<file path="src/hdl/ihl_ram.sv">
// Generic single-port synchronous RAM with a registered read.
// Depends on nothing.
module ihl_ram #(
    parameter int WIDTH = 8,
    parameter int DEPTH = 256
) (
    input  logic                     aclk,
    input  logic                     we,
    input  logic [$clog2(DEPTH)-1:0] addr,
    input  logic [WIDTH-1:0]         wdata,
    output logic [WIDTH-1:0]         rdata
);

    logic [WIDTH-1:0] mem [DEPTH];

    // One access per cycle; the read returns the old contents.
    always_ff @(posedge aclk) begin
        if (we) begin
            mem[addr] <= wdata;
        end
        rdata <= mem[addr];
    end

endmodule

</file>
<file path="config.mk">
export PLATFORM = sky130hd
export DESIGN_NAME = ihl_ram
export DESIGN_NICKNAME = d
export VERILOG_FILES = /design/src/hdl/ihl_ram.sv
export SDC_FILE = /design/constraint.sdc
export NUM_CORES = 2
export LEC_CHECK = 0
export ABC_CLOCK_PERIOD_IN_PS = 2750
export BUFFER_PORTS_ARGS = -buffer_cell sky130_fd_sc_hd__buf_2
export CAP_MARGIN = 20
export CELL_PAD_IN_SITES_DETAIL_PLACEMENT = 0
export CELL_PAD_IN_SITES_GLOBAL_PLACEMENT = 1
export CORE_ASPECT_RATIO = 0.75
export CORE_MARGIN = 10
export CORE_UTILIZATION = 50
export DETAILED_ROUTE_END_ITERATION = 10
export PLACE_DENSITY_LB_ADDON = 0.08
export RECOVER_POWER = 25
export REMOVE_ABC_BUFFERS = 1
export SLEW_MARGIN = 20
export SYNTH_ARGS = -nofsm -noshare
export SYNTH_HDL_FRONTEND = slang
export SYNTH_SLANG_ARGS = --single-unit
</file>
<file path="constraint.sdc">
create_clock -name aclk -period 2.75 [get_ports aclk]
set_clock_uncertainty 0.1 [all_clocks]
set_input_delay 0.6875 -clock aclk [delete_from_list [all_inputs] [get_ports aclk]]
set_output_delay 0.6875 -clock aclk [all_outputs]
set_load 0.02 [all_outputs]
</file>
==> results.txt <==
status: finished with violations
failing checks: capacitance limit, slew limit
worst slew pin tran: 2.21 ns
Final Hold Vio Count: 0
wirelength, routed: 208 mm
Mapped Area: 78,500 um2
Peak VDD IR: 0.000798 V
Vias/cell: 6.22
Slew Limit Fails: 453
P_leak: 0.0296 uW
total power: 64,700 uW
Initial Utilization: 50.5%
Placer Congestion: 0.850
YS warnings: 0
Remaining Overflow, GRT: 0
Setup-failing EPs final: 0
P per Cell Area: 698 nW/um2
clock slew at reported path FFs: 0.06 ns
period utilization: 99.6%
WP data arrival: 3.32 ns
WL/cell: 32.4 um
Crit. End Element: flop
number of synthesized flops with an enable pin: 2,048
number of synthesized register bits: 2,056
Hold Crit Class: input pin to flop
predominant post-synthesis flop cell: edfxtp_1
Synth area leader: edfxtp_1
RSZ-0062 raised after global routing: yes
# Max-Cap Violations: 7
Clock Path Buffers: 3
clk root buf: clkbuf_16
crit start category: input pin
routed via count: 40,017
num ports: 26
vias in the first global route: 40,306
H-tree depth: 4
final layout net count: 4,198
Layout fillers: 11,082
Rel. slew slack: -47.0%
pre-CTS setup slack: -1.39 ns
initial drt markers: 5,017
Final HPWL DP: 137 mm
Die Area: 173,000 um2
Cell variety after synth: 22
total negative slack: 0 ns
Post-Syn Area per Cell: 22.1 um2
total track usage: 23.8%
die extent in x: 478 um
Core Util, Final: 59.6%
Seq/Total Area, Yosys: 78.6%
Buffers on Ports: 25
Critical Path RT: 3.33 ns
Final min period: 2.74 ns
Max Fclk: 365 MHz
Die H: 363 um
layout cells sized above 1: 33.9%
Setup CP Type: input pin to flop
Synth top cells by count: edfxtp_1, mux4_2, a22oi_1, nor2_1, clkbuf_1
TritonCTS clock tree: built
largest cells by area after synthesis: edfxtp_1, mux4_2, a22oi_1, nor2_1, a21oi_1
row cnt: 125
core area: 155,000 um2
Num CTS Buffers: 192
post-route DRC violation count: 0
area grow syn2layout: 18.0%
FFs w/ async S/R, synth: 0%
Routed Antenna Nets: 0
Clock Sinks: 2,056
Pre-Repair DR Iteration Count: 5
Skew-Pair Late Insertion Delay: 0.83 ns
pin count of the biggest net entering global routing: 81
first-pass GRT wire length: 298 mm
worst-path fanout max: 18
dominant cell by count in the synthesized netlist: edfxtp_1
# hold bufs at CTS: 0
initial antenna violation count: 5
cells after synthesis: 3,547
top cell type's share of synthesized area: 78.3%
final setup margin: 0.0110 ns
## worst max-delay path: stages
cell     delay [ns]
buf_12         0.20
buf_16         0.23
buf_12         0.21
mux4_2         0.52
a22oi_1        0.46
a21oi_1        0.16
o41ai_1        0.48
buf_4          0.23
nand4_1        0.07
## kinds of logic after synthesis
kind of cell | share of synthesized area, %
flops | 78.6
simple gates | 1.73
mux | 14.7
compound gates | 3.62
buf+inv | 1.40
## power by group
group | internal (uW) | switching [uW]
Sequential | 34500 | 49.8
Clock | 15300 | 11300
Combinational | 1340 | 2110
## cells in the final DEF (no fill, tap or decap), types with 13 or more instances in the layout
cell type  netlist  final
edfxtp_1      2048   2048
buf_4           16    542
mux4_2         512    512
a22oi_1        256    249
nor2_1         232    231
clkbuf_16        0    198
a21oi_1        128    126
buf_12           0     85
clkbuf_1       145     51
clkinv_1         0     40
clkinv_2         0     31
nor3_1          30     29
nand2_1         28     28
bufinv_16        0     23
o41ai_1         32     18
clkbuf_2         0     17
buf_2           36     15
nand3_1         13     13
## final cells by class
type	instances	area, um2	area share, %
Multi-Input combinational cell	1258	16000	17.3
Sequential cell	2056	61700	66.6
Inverter	1	3.75	0.00405
Clock buffer	246	5150	5.57
Timing Repair Buffer	671	6070	6.56
Antenna cell	1	2.50	0.00270
Tap cell	2095	2620	2.83
Clock inverter	104	1090	1.18
## metal layers
layer  GRT usage [%]  part of all wire (%)  up-vias
met4            5.26                   1.9        0
li1                -                     -    16334
met1            35.9                    42    21456
met3            5.67                    10      260
met2            35.8                    46     1967
met5               0                     0        -
## flip-flops by register name, summed over array words and instances (netlist names)
name	cells
rdata	8
mem	2048
## path summary, 6_finish.rpt
| path | from | to | slack, ns | depth (start not counted) |
|---|---|---|---|---|
| setup reg to reg | mem[110][0] | rdata[0] | 0.07 | 6 |
| hold reg to reg | mem[254][5] | rdata[5] | 0.92 | 5 |
| setup / recovery | addr[0] | rdata[7] | 0.01 | 9 |
| hold / removal | addr[6] | rdata[4] | 0.52 | 6 |
## metrics by stage
stage	area, um2	hold slack (ns)	std cells
final	92600	0.522	6432
after global placement	86300	0.945	6078
after global routing	92600	0.524	6432
after CTS	92700	0.243	6428
after detailed placement	86300	0.911	6078
after floorplan	77400	0.686	3315
## timing repair
| action | CTS | global route |
|---|---|---|
| pin swaps | 1 | 2 |
| setup buffers | 0 | 3 |
| endpoints found under the setup margin | 7 | 5 |
| gates resized for setup | 19 | 15 |
| gates cloned | 0 | 0 |
Note: power is estimated with default switching activity, not from simulation.
